===== src/hdl/mva_pkg.sv =====
// Shared types and constants for the MIDI voice allocator.
// No dependencies; imported by mva_cmd_queue, mva_voice_engine and the top level.
`timescale 1ns / 1ps

package mva_pkg;

   localparam int VOICE_COUNT = 16;                 // 1 .. 16
   localparam int VSEL_W      = (VOICE_COUNT > 1) ? $clog2(VOICE_COUNT) : 1;

   localparam int KIND_W   = 2;
   localparam int STATUS_W = 8;
   localparam int NOTE_W   = 7;
   localparam int VEL_W    = 7;
   localparam int VOICE_W  = 4;
   localparam int MASK_W   = 16;

   localparam int CMD_DEPTH = 4;
   localparam int CMD_PTR_W = $clog2(CMD_DEPTH);
   localparam int CMD_CNT_W = CMD_PTR_W + 1;

   localparam logic [KIND_W-1:0] KIND_MIDI = 2'd0;
   localparam logic [KIND_W-1:0] KIND_TICK = 2'd1;
   localparam logic [KIND_W-1:0] KIND_DONE = 2'd2;

   localparam logic [STATUS_W-1:0] ST_NOTE_ON  = 8'h90;
   localparam logic [STATUS_W-1:0] ST_NOTE_OFF = 8'h80;

   typedef enum logic [1:0] {
      OP_NOTE_ON  = 2'd0,
      OP_NOTE_OFF = 2'd1,
      OP_TICK     = 2'd2,
      OP_DONE     = 2'd3
   } op_type;

   // one classified command between the front queue and the engine
   typedef struct packed {
      op_type              op;
      logic [NOTE_W-1:0]   note;
      logic [VEL_W-1:0]    vel;
      logic [VSEL_W-1:0]   voice;
   } cmd_type;

   // one pending message slot (valid bit kept apart)
   typedef struct packed {
      logic [STATUS_W-1:0] status;
      logic [NOTE_W-1:0]   note;
      logic [VEL_W-1:0]    vel;
   } pend_type;

   typedef enum logic [1:0] {
      ST_IDLE = 2'b01,
      ST_SCAN = 2'b10
   } eng_state_type;

endpackage


===== src/hdl/midi_voice_allocator_core.sv =====
// Top level of the MIDI voice allocator: command queue front end plus voice engine.
// Depends on mva_pkg, mva_cmd_queue and mva_voice_engine.
`timescale 1ns / 1ps

// Usage
//   Request side is a queue: drive req_* and raise push; the item is a transfer
//   at a clock edge with push high and full low. MIDI note-on/off, buffer ticks
//   and voice-finished events share the channel (req_kind selects).
//   Result side is a queue too: while empty is low the oldest result sits on rsp_*;
//   pop high with empty low transfers it. Only ticks produce results: one per
//   pending message in voice order, or a single has_event=0 result when nothing
//   is pending; rsp_last_of_tick marks the final one.
//   Timing: a four-entry command queue sits between the front and the engine.
//   MIDI and voice-done commands are applied by the engine in its idle state. A tick
//   moves the engine to its scan state, where it emits one result per pending slot
//   (at least one), scanning one slot per cycle into its result register while
//   that register is free. A tick result passes from the command queue through
//   the engine's scan state into the result register before it can be popped.
//   If the receiver stalls, the result register holds and the scan waits; the
//   command queue keeps taking requests until it fills, then full rises.
//   Reset (synchronous, active high) clears all voices, pending slots, queue and
//   result register; the block is ready the cycle after reset drops.

module midi_voice_allocator_core
   import mva_pkg::*;
(
   input  logic                clock,
   input  logic                reset,
   input  logic                push,
   output logic                full,
   input  logic [KIND_W-1:0]   req_kind,
   input  logic [STATUS_W-1:0] req_status_byte,
   input  logic [NOTE_W-1:0]   req_note_number,
   input  logic [VEL_W-1:0]    req_note_velocity,
   input  logic [VOICE_W-1:0]  req_done_voice,
   output logic                empty,
   input  logic                pop,
   output logic                rsp_has_event,
   output logic [VOICE_W-1:0]  rsp_target_voice,
   output logic [STATUS_W-1:0] rsp_out_status,
   output logic [NOTE_W-1:0]   rsp_out_note,
   output logic [VEL_W-1:0]    rsp_out_velocity,
   output logic [MASK_W-1:0]   rsp_active_mask,
   output logic                rsp_last_of_tick
);

   logic    cmd_valid;
   logic    cmd_take;
   cmd_type cmd;

   // front: classify and buffer; ignored messages are dropped here
   mva_cmd_queue u_cmd_queue (
      .clock             (clock),
      .reset             (reset),
      .push              (push),
      .full              (full),
      .req_kind          (req_kind),
      .req_status_byte   (req_status_byte),
      .req_note_number   (req_note_number),
      .req_note_velocity (req_note_velocity),
      .req_done_voice    (req_done_voice),
      .cmd_valid         (cmd_valid),
      .cmd               (cmd),
      .cmd_take          (cmd_take)
   );

   // back: voice table, pending slots and tick scan
   mva_voice_engine u_voice_engine (
      .clock            (clock),
      .reset            (reset),
      .cmd_valid        (cmd_valid),
      .cmd              (cmd),
      .cmd_take         (cmd_take),
      .empty            (empty),
      .pop              (pop),
      .rsp_has_event    (rsp_has_event),
      .rsp_target_voice (rsp_target_voice),
      .rsp_out_status   (rsp_out_status),
      .rsp_out_note     (rsp_out_note),
      .rsp_out_velocity (rsp_out_velocity),
      .rsp_active_mask  (rsp_active_mask),
      .rsp_last_of_tick (rsp_last_of_tick)
   );

endmodule


===== src/hdl/mva_cmd_queue.sv =====
// Front end: accepts request items, classifies them into commands and queues them.
// Depends on mva_pkg.
`timescale 1ns / 1ps

module mva_cmd_queue
   import mva_pkg::*;
(
   input  logic                clock,
   input  logic                reset,
   input  logic                push,
   output logic                full,
   input  logic [KIND_W-1:0]   req_kind,
   input  logic [STATUS_W-1:0] req_status_byte,
   input  logic [NOTE_W-1:0]   req_note_number,
   input  logic [VEL_W-1:0]    req_note_velocity,
   input  logic [VOICE_W-1:0]  req_done_voice,
   output logic                cmd_valid,
   output cmd_type             cmd,
   input  logic                cmd_take
);

   cmd_type               q_ff [CMD_DEPTH];
   logic [CMD_PTR_W-1:0]  wr_ptr_ff, wr_ptr_in;
   logic [CMD_PTR_W-1:0]  rd_ptr_ff, rd_ptr_in;
   logic [CMD_CNT_W-1:0]  count_ff, count_in;

   cmd_type new_cmd;
   logic    keep;      // item produces work for the engine
   logic    wr_en;
   logic    rd_en;

   // classification; ignored items are taken and dropped here
   always_comb begin
      new_cmd.op    = OP_TICK;
      new_cmd.note  = req_note_number;
      new_cmd.vel   = req_note_velocity;
      new_cmd.voice = VSEL_W'(req_done_voice);
      keep          = 1'b0;
      unique case (req_kind)
         KIND_MIDI: begin
            if (req_status_byte == ST_NOTE_ON && req_note_velocity != '0) begin
               new_cmd.op = OP_NOTE_ON;
               keep       = 1'b1;
            end else if (req_status_byte == ST_NOTE_ON ||
                         req_status_byte == ST_NOTE_OFF) begin
               new_cmd.op = OP_NOTE_OFF;
               keep       = 1'b1;
            end
         end
         KIND_TICK: begin
            new_cmd.op = OP_TICK;
            keep       = 1'b1;
         end
         KIND_DONE: begin
            new_cmd.op = OP_DONE;
            keep       = ({1'b0, req_done_voice} < (VOICE_W + 1)'(VOICE_COUNT));
         end
         default: keep = 1'b0;
      endcase
   end

   assign full      = (count_ff == CMD_CNT_W'(CMD_DEPTH));
   assign cmd_valid = (count_ff != '0);
   assign cmd       = q_ff[rd_ptr_ff];
   assign wr_en     = push && !full && keep;
   assign rd_en     = cmd_take && cmd_valid;

   always_comb begin
      wr_ptr_in = wr_en ? wr_ptr_ff + 1'b1 : wr_ptr_ff;
      rd_ptr_in = rd_en ? rd_ptr_ff + 1'b1 : rd_ptr_ff;
      count_in  = count_ff;
      if (wr_en && !rd_en) begin
         count_in = count_ff + 1'b1;
      end else if (!wr_en && rd_en) begin
         count_in = count_ff - 1'b1;
      end
   end

   always_ff @(posedge clock) begin
      if (reset) begin
         wr_ptr_ff <= '0;
         rd_ptr_ff <= '0;
         count_ff  <= '0;
      end else begin
         wr_ptr_ff <= wr_ptr_in;
         rd_ptr_ff <= rd_ptr_in;
         count_ff  <= count_in;
      end
   end

   always_ff @(posedge clock) begin
      if (wr_en) begin
         q_ff[wr_ptr_ff] <= new_cmd;
      end
   end

endmodule


===== src/hdl/mva_voice_engine.sv =====
// Back end: voice table, pending message slots, tick scan and result register.
// Depends on mva_pkg; fed by mva_cmd_queue.
`timescale 1ns / 1ps

module mva_voice_engine
   import mva_pkg::*;
(
   input  logic                clock,
   input  logic                reset,
   input  logic                cmd_valid,
   input  cmd_type             cmd,
   output logic                cmd_take,
   output logic                empty,
   input  logic                pop,
   output logic                rsp_has_event,
   output logic [VOICE_W-1:0]  rsp_target_voice,
   output logic [STATUS_W-1:0] rsp_out_status,
   output logic [NOTE_W-1:0]   rsp_out_note,
   output logic [VEL_W-1:0]    rsp_out_velocity,
   output logic [MASK_W-1:0]   rsp_active_mask,
   output logic                rsp_last_of_tick
);

   eng_state_type state_ff, state_in;

   logic [VOICE_COUNT-1:0] active_ff, active_in;
   logic [NOTE_W-1:0]      note_ff [VOICE_COUNT];
   logic [NOTE_W-1:0]      note_in [VOICE_COUNT];
   logic [VOICE_COUNT-1:0] pvalid_ff, pvalid_in;
   pend_type               pend_ff [VOICE_COUNT];
   pend_type               pend_in [VOICE_COUNT];

   logic                rsp_valid_ff, rsp_valid_in;
   logic                rsp_has_ff, rsp_has_in;
   logic [VOICE_W-1:0]  rsp_voice_ff, rsp_voice_in;
   pend_type            rsp_msg_ff, rsp_msg_in;
   logic [MASK_W-1:0]   rsp_mask_ff, rsp_mask_in;
   logic                rsp_last_ff, rsp_last_in;

   logic                   out_free;
   logic [MASK_W-1:0]      mask;
   logic                   free_found;
   logic [VSEL_W-1:0]      free_sel;
   logic                   pend_any;
   logic [VSEL_W-1:0]      pend_sel;
   logic [VOICE_COUNT-1:0] pend_onehot;
   logic                   scan_last;
   logic                   scan_emit;

   // lowest free voice and lowest pending slot
   always_comb begin
      free_found  = 1'b0;
      free_sel    = '0;
      pend_any    = 1'b0;
      pend_sel    = '0;
      pend_onehot = '0;
      mask        = '0;
      for (int v = VOICE_COUNT - 1; v >= 0; v--) begin
         mask[v] = active_ff[v];
         if (!active_ff[v] && !pvalid_ff[v]) begin
            free_found = 1'b1;
            free_sel   = VSEL_W'(v);
         end
         if (pvalid_ff[v]) begin
            pend_any    = 1'b1;
            pend_sel    = VSEL_W'(v);
            pend_onehot = VOICE_COUNT'(1) << v;
         end
      end
      scan_last = ((pvalid_ff & ~pend_onehot) == '0);
   end

   assign out_free  = !rsp_valid_ff || pop;
   assign scan_emit = (state_ff == ST_SCAN) && out_free;

   always_comb begin
      state_in     = state_ff;
      active_in    = active_ff;
      note_in      = note_ff;
      pvalid_in    = pvalid_ff;
      pend_in      = pend_ff;
      cmd_take     = 1'b0;
      rsp_valid_in = rsp_valid_ff && !pop;
      rsp_has_in   = rsp_has_ff;
      rsp_voice_in = rsp_voice_ff;
      rsp_msg_in   = rsp_msg_ff;
      rsp_mask_in  = rsp_mask_ff;
      rsp_last_in  = rsp_last_ff;

      unique case (state_ff)
         ST_IDLE: begin
            if (cmd_valid) begin
               cmd_take = 1'b1;
               unique case (cmd.op)
                  OP_NOTE_ON: begin
                     if (free_found) begin
                        active_in[free_sel]   = 1'b1;
                        note_in[free_sel]     = cmd.note;
                        pvalid_in[free_sel]   = 1'b1;
                        pend_in[free_sel]     = '{status: ST_NOTE_ON, note: cmd.note,
                                                  vel: cmd.vel};
                     end
                  end
                  OP_NOTE_OFF: begin
                     // idle voices and empty slots hold note 0 and match it too
                     for (int v = 0; v < VOICE_COUNT; v++) begin
                        if (note_ff[v] == cmd.note || pend_ff[v].note == cmd.note) begin
                           pvalid_in[v] = 1'b1;
                           pend_in[v]   = '{status: ST_NOTE_OFF, note: cmd.note,
                                            vel: cmd.vel};
                        end
                     end
                  end
                  OP_DONE: begin
                     active_in[cmd.voice] = 1'b0;
                     note_in[cmd.voice]   = '0;
                  end
                  OP_TICK: state_in = ST_SCAN;
               endcase
            end
         end
         ST_SCAN: begin
            if (out_free) begin
               rsp_valid_in = 1'b1;
               rsp_mask_in  = mask;
               if (pend_any) begin
                  rsp_has_in          = 1'b1;
                  rsp_voice_in        = VOICE_W'(pend_sel);
                  rsp_msg_in          = pend_ff[pend_sel];
                  rsp_last_in         = scan_last;
                  pvalid_in[pend_sel] = 1'b0;
                  pend_in[pend_sel]   = '0;
                  if (scan_last) begin
                     state_in = ST_IDLE;
                  end
               end else begin
                  rsp_has_in   = 1'b0;
                  rsp_voice_in = '0;
                  rsp_msg_in   = '0;
                  rsp_last_in  = 1'b1;
                  state_in     = ST_IDLE;
               end
            end
         end
         default: state_in = ST_IDLE;
      endcase
   end

   always_ff @(posedge clock) begin
      if (reset) begin
         state_ff     <= ST_IDLE;
         active_ff    <= '0;
         pvalid_ff    <= '0;
         rsp_valid_ff <= 1'b0;
         for (int v = 0; v < VOICE_COUNT; v++) begin
            note_ff[v] <= '0;
            pend_ff[v] <= '0;
         end
      end else begin
         state_ff     <= state_in;
         active_ff    <= active_in;
         pvalid_ff    <= pvalid_in;
         rsp_valid_ff <= rsp_valid_in;
         note_ff      <= note_in;
         pend_ff      <= pend_in;
      end
   end

   always_ff @(posedge clock) begin
      rsp_has_ff   <= rsp_has_in;
      rsp_voice_ff <= rsp_voice_in;
      rsp_msg_ff   <= rsp_msg_in;
      rsp_mask_ff  <= rsp_mask_in;
      rsp_last_ff  <= rsp_last_in;
   end

   assign empty            = !rsp_valid_ff;
   assign rsp_has_event    = rsp_has_ff;
   assign rsp_target_voice = rsp_voice_ff;
   assign rsp_out_status   = rsp_msg_ff.status;
   assign rsp_out_note     = rsp_msg_ff.note;
   assign rsp_out_velocity = rsp_msg_ff.vel;
   assign rsp_active_mask  = rsp_mask_ff;
   assign rsp_last_of_tick = rsp_last_ff;

   // no command is consumed while a tick scan is running
   a_no_take_in_scan: assert property (@(posedge clock) disable iff (reset)
      (state_ff == ST_SCAN) |-> !cmd_take)
      else $error("command consumed during tick scan");

   // a result without a message only closes a tick
   a_empty_result_last: assert property (@(posedge clock) disable iff (reset)
      (rsp_valid_ff && !rsp_has_ff) |-> rsp_last_ff)
      else $error("empty tick result not marked last");

   // after the final result of a tick every slot is empty and the engine is idle
   a_tick_drains: assert property (@(posedge clock) disable iff (reset)
      (scan_emit && (scan_last || !pend_any)) |=> (pvalid_ff == '0 && state_ff == ST_IDLE))
      else $error("pending slots left after tick");

endmodule


===== config.mk =====
export PLATFORM = sky130hd
export DESIGN_NAME = midi_voice_allocator_core
export DESIGN_NICKNAME = d
export VERILOG_FILES = /design/src/hdl/mva_pkg.sv /design/src/hdl/midi_voice_allocator_core.sv /design/src/hdl/mva_cmd_queue.sv /design/src/hdl/mva_voice_engine.sv
export SDC_FILE = /design/constraint.sdc
export NUM_CORES = 1
export LEC_CHECK = 0
export BUFFER_PORTS_ARGS = -buffer_cell sky130_fd_sc_hd__buf_4
export CORE_MARGIN = 5
export CORE_UTILIZATION = 40
export DETAILED_ROUTE_END_ITERATION = 16
export SKIP_LAST_GASP = 1
export SLEW_MARGIN = 15
export SYNTH_ARGS = -nofsm -noshare
export SYNTH_HDL_FRONTEND = slang
export SYNTH_HIERARCHICAL = 1
export SYNTH_SLANG_ARGS = --single-unit

===== constraint.sdc =====
create_clock -name clock -period 4.3 [get_ports clock]
set_clock_uncertainty 0.15 [all_clocks]
set_input_delay 1.075 -clock clock [delete_from_list [all_inputs] [get_ports clock]]
set_output_delay 1.075 -clock clock [all_outputs]
set_load 0.02 [all_outputs]

==> metrics.md <==
| Metric | Value |
|---|---|
| CP Max Fanout | 16 |
| Critical path class | reg -> reg |
| Fin nets | 2,705 |
| Internal power | 11.5 mW |
| Tot GR Track Use | 25.4% |
| Worst min-delay path category | reg -> reg |
| Gate Count Post-Synth | 2,564 |
| Global-route wire length before repair | 145,000 microns |
| Vias | 22,500 |
| Slew headroom | 21.3% |
| Final period util | 93.8% |
| Post-CTS setup buffer count | 0 |
| Area Overhead vs Synth | 15.6% |
| Final ANT Viol Nets | 0 |
| Remaining DRCs | 0 |
| Worst-margin pin slew | 1.18 ns |
| Seq pwr share | 37.1% |
| Seq/Total Area, Yosys | 49.8% |
| Top FF cell, synth | dfxtp_1 |
| Starting Density | 40.5% |
| Cell taking the most area after synthesis | dfxtp_1 |
| Largest net degree at the start of global routing | 110 |
| Top post-synthesis cells by area | dfxtp_1 (36%), edfxtp_1 (13%), a22o_1 (5.5%) |
| Async set-or-reset flop fraction in the synthesized netlist | 0% |
| Seq cells post-synth | 632 |
| Total CTS buffers | 67 |
| Post-DP Area | 0.0300 sq mm |
| Status | finished, final reports clean |
| # IOs | 78 |
| Final WS setup | 0.269 ns |
| Power Density | 545 mW/mm^2 |
| Drt total wl | 98,200 microns |
| Core ar. | 0.0689 sq mm |
| Pleak | 12.3 nW |
| GRT overflow | 0 |
| Drt pass-1 iters | 6 |
| Top cells by instance count after synthesis | dfxtp_1 (508), a22o_1 (174), o2bb2ai_1 (142) |
| Vias in the first global route | 22,400 |
| Sw frac | 34.7% |
| P_sw | 6.10 mW |
| Initial antenna violation count | 0 |
| Hold Vio Cnt, Final | 0 |
| Hold Path Stages | 2 |
| Insertion delay of the later-clocked pin in the worst-skew pair | 0.62 ns |
| CTS root buffer | clkbuf_16 |
| Setup_tns | 0 ns |
| # hold bufs at CTS | 0 |
| Peak VDD IR | 0.284 mV |
| Iter 0 DRT Violations | 2,552 |
| N_diodes | 0 |
| Syn Nets | 2,607 |
| Syn avg cell area | 10.9 sq um |
| Full die area | 0.0751 sq mm |
| Pre-CTS setup slack | 0.324 ns |
| GP Congestion | 0.938 |
| Clock H-tree levels | 3 |
| CTS tree | done |
| Hpwl dp | 66,100 microns |
| Via-to-Cell Ratio | 6.18 |
| RSZ-0062 raised after global routing | false |
| I/O Buffers | 77 |
| Most common cell in the netlist | dfxtp_1 |
| Final setup viols | 0 |
| Required time worst endpoint | 4.68 ns |
| Post-synth EDFFs | 124 |
| Layout cell share with drive strength beyond 1 | 16.5% |
| R2R depth | 11 |
| Ys Warns | 6 |
| Total power | 17.6 mW |
| Post-CTS Resized | 0 |
| WP data arrival | 4.42 ns |
| Rows | 96 |
| Clock sink count | 632 |
| Post-layout instance area | 0.0323 sq mm |
| Worst-path clk slew | 0.06 ns |
| Combinational power share | 28.6% |
| Area of the mapped netlist | 0.0279 sq mm |
| Netlist cell types | 106 |
| Clock Power Share | 34.2% |
| Startpoint class of the critical path | register |
| WL/cell | 26.9 microns |
| CP endpoint kind | register |
| Die Width | 274 microns |
| Die extent in y | 274 microns |
| Yosys top cell area share | 36.4% |
| Max Buffers Root-to-Sink | 3 |
| Slew Limit Fails | 0 |
| Max frequency | 248 MHz |
| Max-Cap Viols | 0 |
| Minimum clock period | 4.03 ns |
placed cells by master (no fill, tap or decap), types with 16 or more instances in the layout:
cell       count
o21ai_0       53
mux2i_1       84
a22o_1       174
dfxtp_1      508
nor2_1       103
a221oi_1      30
nand4_1       40
nor4_1        30
nor2b_1       22
a21oi_1       73
edfxtp_1     124
nand3_1       22
a211o_1       22
and2_1        84
buf_4        199
nor3_1        25
clkbuf_16     67
o32ai_1       32
inv_1         67
mux4_2        20
o22ai_1       27
nand2_1      133
xor2_1       112
a222oi_1      20
xnor2_1      116
nand2b_1      16
o221ai_1      16
o2bb2ai_1    142
a211oi_1      21
logic make-up (layout without fill, tap and decap cells):
| group | count (synthesis) | in the layout | share of synthesized area, % |
|---|---|---|---|
| AOI/OAI and AO/OA | 772 | 772 | 22.8 |
| xor gates and xnor gates | 228 | 228 | 7.16 |
| adders and majority gates | 13 | 13 | 0.592 |
| buffers and inverters | 255 | 406 | 4.28 |
| DFF | 632 | 632 | 49.8 |
| muxes | 107 | 107 | 4.76 |
| and+or+nand+nor | 557 | 557 | 10.6 |
power groups by stage:
stage                     sequential [mW]  combinational [mW]  clock, mW
after floorplan                      6.61                3.04          0
after global placement               6.64                4.84          0
after detailed placement             6.65                4.89          0
after CTS                            6.52                4.92       6.12
after global routing                 6.55                5.25       6.38
final                                6.53                5.03       6.02
layout make-up:
class | instances | area, sq um
sequential | 632 | 13900
clock inverter | 35 | 447
fill | 6343 | 36700
tap | 931 | 1160
timing repair buffer | 213 | 1770
multi-input combinational | 1677 | 12900
inverter | 71 | 267
clock buffer | 87 | 1810
worst paths after layout:
path                                                   end  slack (ns)                                      from
setup / recovery  u_voice_engine/pend_ff[329]$_SDFFE_PP0P_        0.27                                  register
hold / removal    u_voice_engine/pend_ff[346]$_SDFFE_PP0P_        0.30  u_voice_engine/pend_ff[346]$_SDFFE_PP0P_
setup reg to reg  u_voice_engine/pend_ff[329]$_SDFFE_PP0P_        0.27                                  register
hold reg to reg   u_voice_engine/pend_ff[346]$_SDFFE_PP0P_        0.30  u_voice_engine/pend_ff[346]$_SDFFE_PP0P_
metrics by stage:
stage / cells / hold WS (ns) / util [%]
4_1_cts: 3646 / 0.299 / 46.8
6_report: 3646 / 0.299 / 46.8
3_5_place_dp: 3524 / 0.291 / 43.5
2_1_floorplan: 2564 / 0.274 / -
3_3_place_gp: 3524 / 0.283 / 43.5
5_1_grt: 3646 / 0.322 / 46.8
state kept, by name, indices dropped and copies added (netlist names), 2 cells and up, named ones only:
signal	count
u_voice_engine/pvalid_ff	16
u_cmd_queue/count_ff	3
u_cmd_queue/wr_ptr_ff	2
u_cmd_queue/q_ff	80
u_voice_engine/state_ff	2
u_voice_engine/rsp_out_note	7
u_voice_engine/active_ff	16
u_voice_engine/rsp_target_voice	4
u_voice_engine/rsp_active_mask	16
u_voice_engine/rsp_out_status	8
u_voice_engine/pend_ff	352
u_voice_engine/rsp_out_velocity	7
u_cmd_queue/rd_ptr_ff	2
u_voice_engine/note_ff	112
routing by layer:
metal | global-route usage (%) | share of wire, % | up-vias
li1 | - | - | 9858
met1 | 34.2 | 42 | 11100
met2 | 38.7 | 44 | 1252
met3 | 5.96 | 9.4 | 287
met4 | 11.9 | 5.0 | 0
met5 | 0 | 0 | -
critical path: stages (launching register included):
cell	delay, ns
dfxtp_1	0.33
buf_4	0.20
mux4_2	0.81
buf_4	0.30
xor2_1	0.15
nor4_1	0.56
a41oi_1	0.25
a211oi_1	0.28
buf_4	0.18
nand2_1	0.27
buf_4	0.30
o21ai_0	0.17
Note: power is estimated with default switching activity, not from simulation.
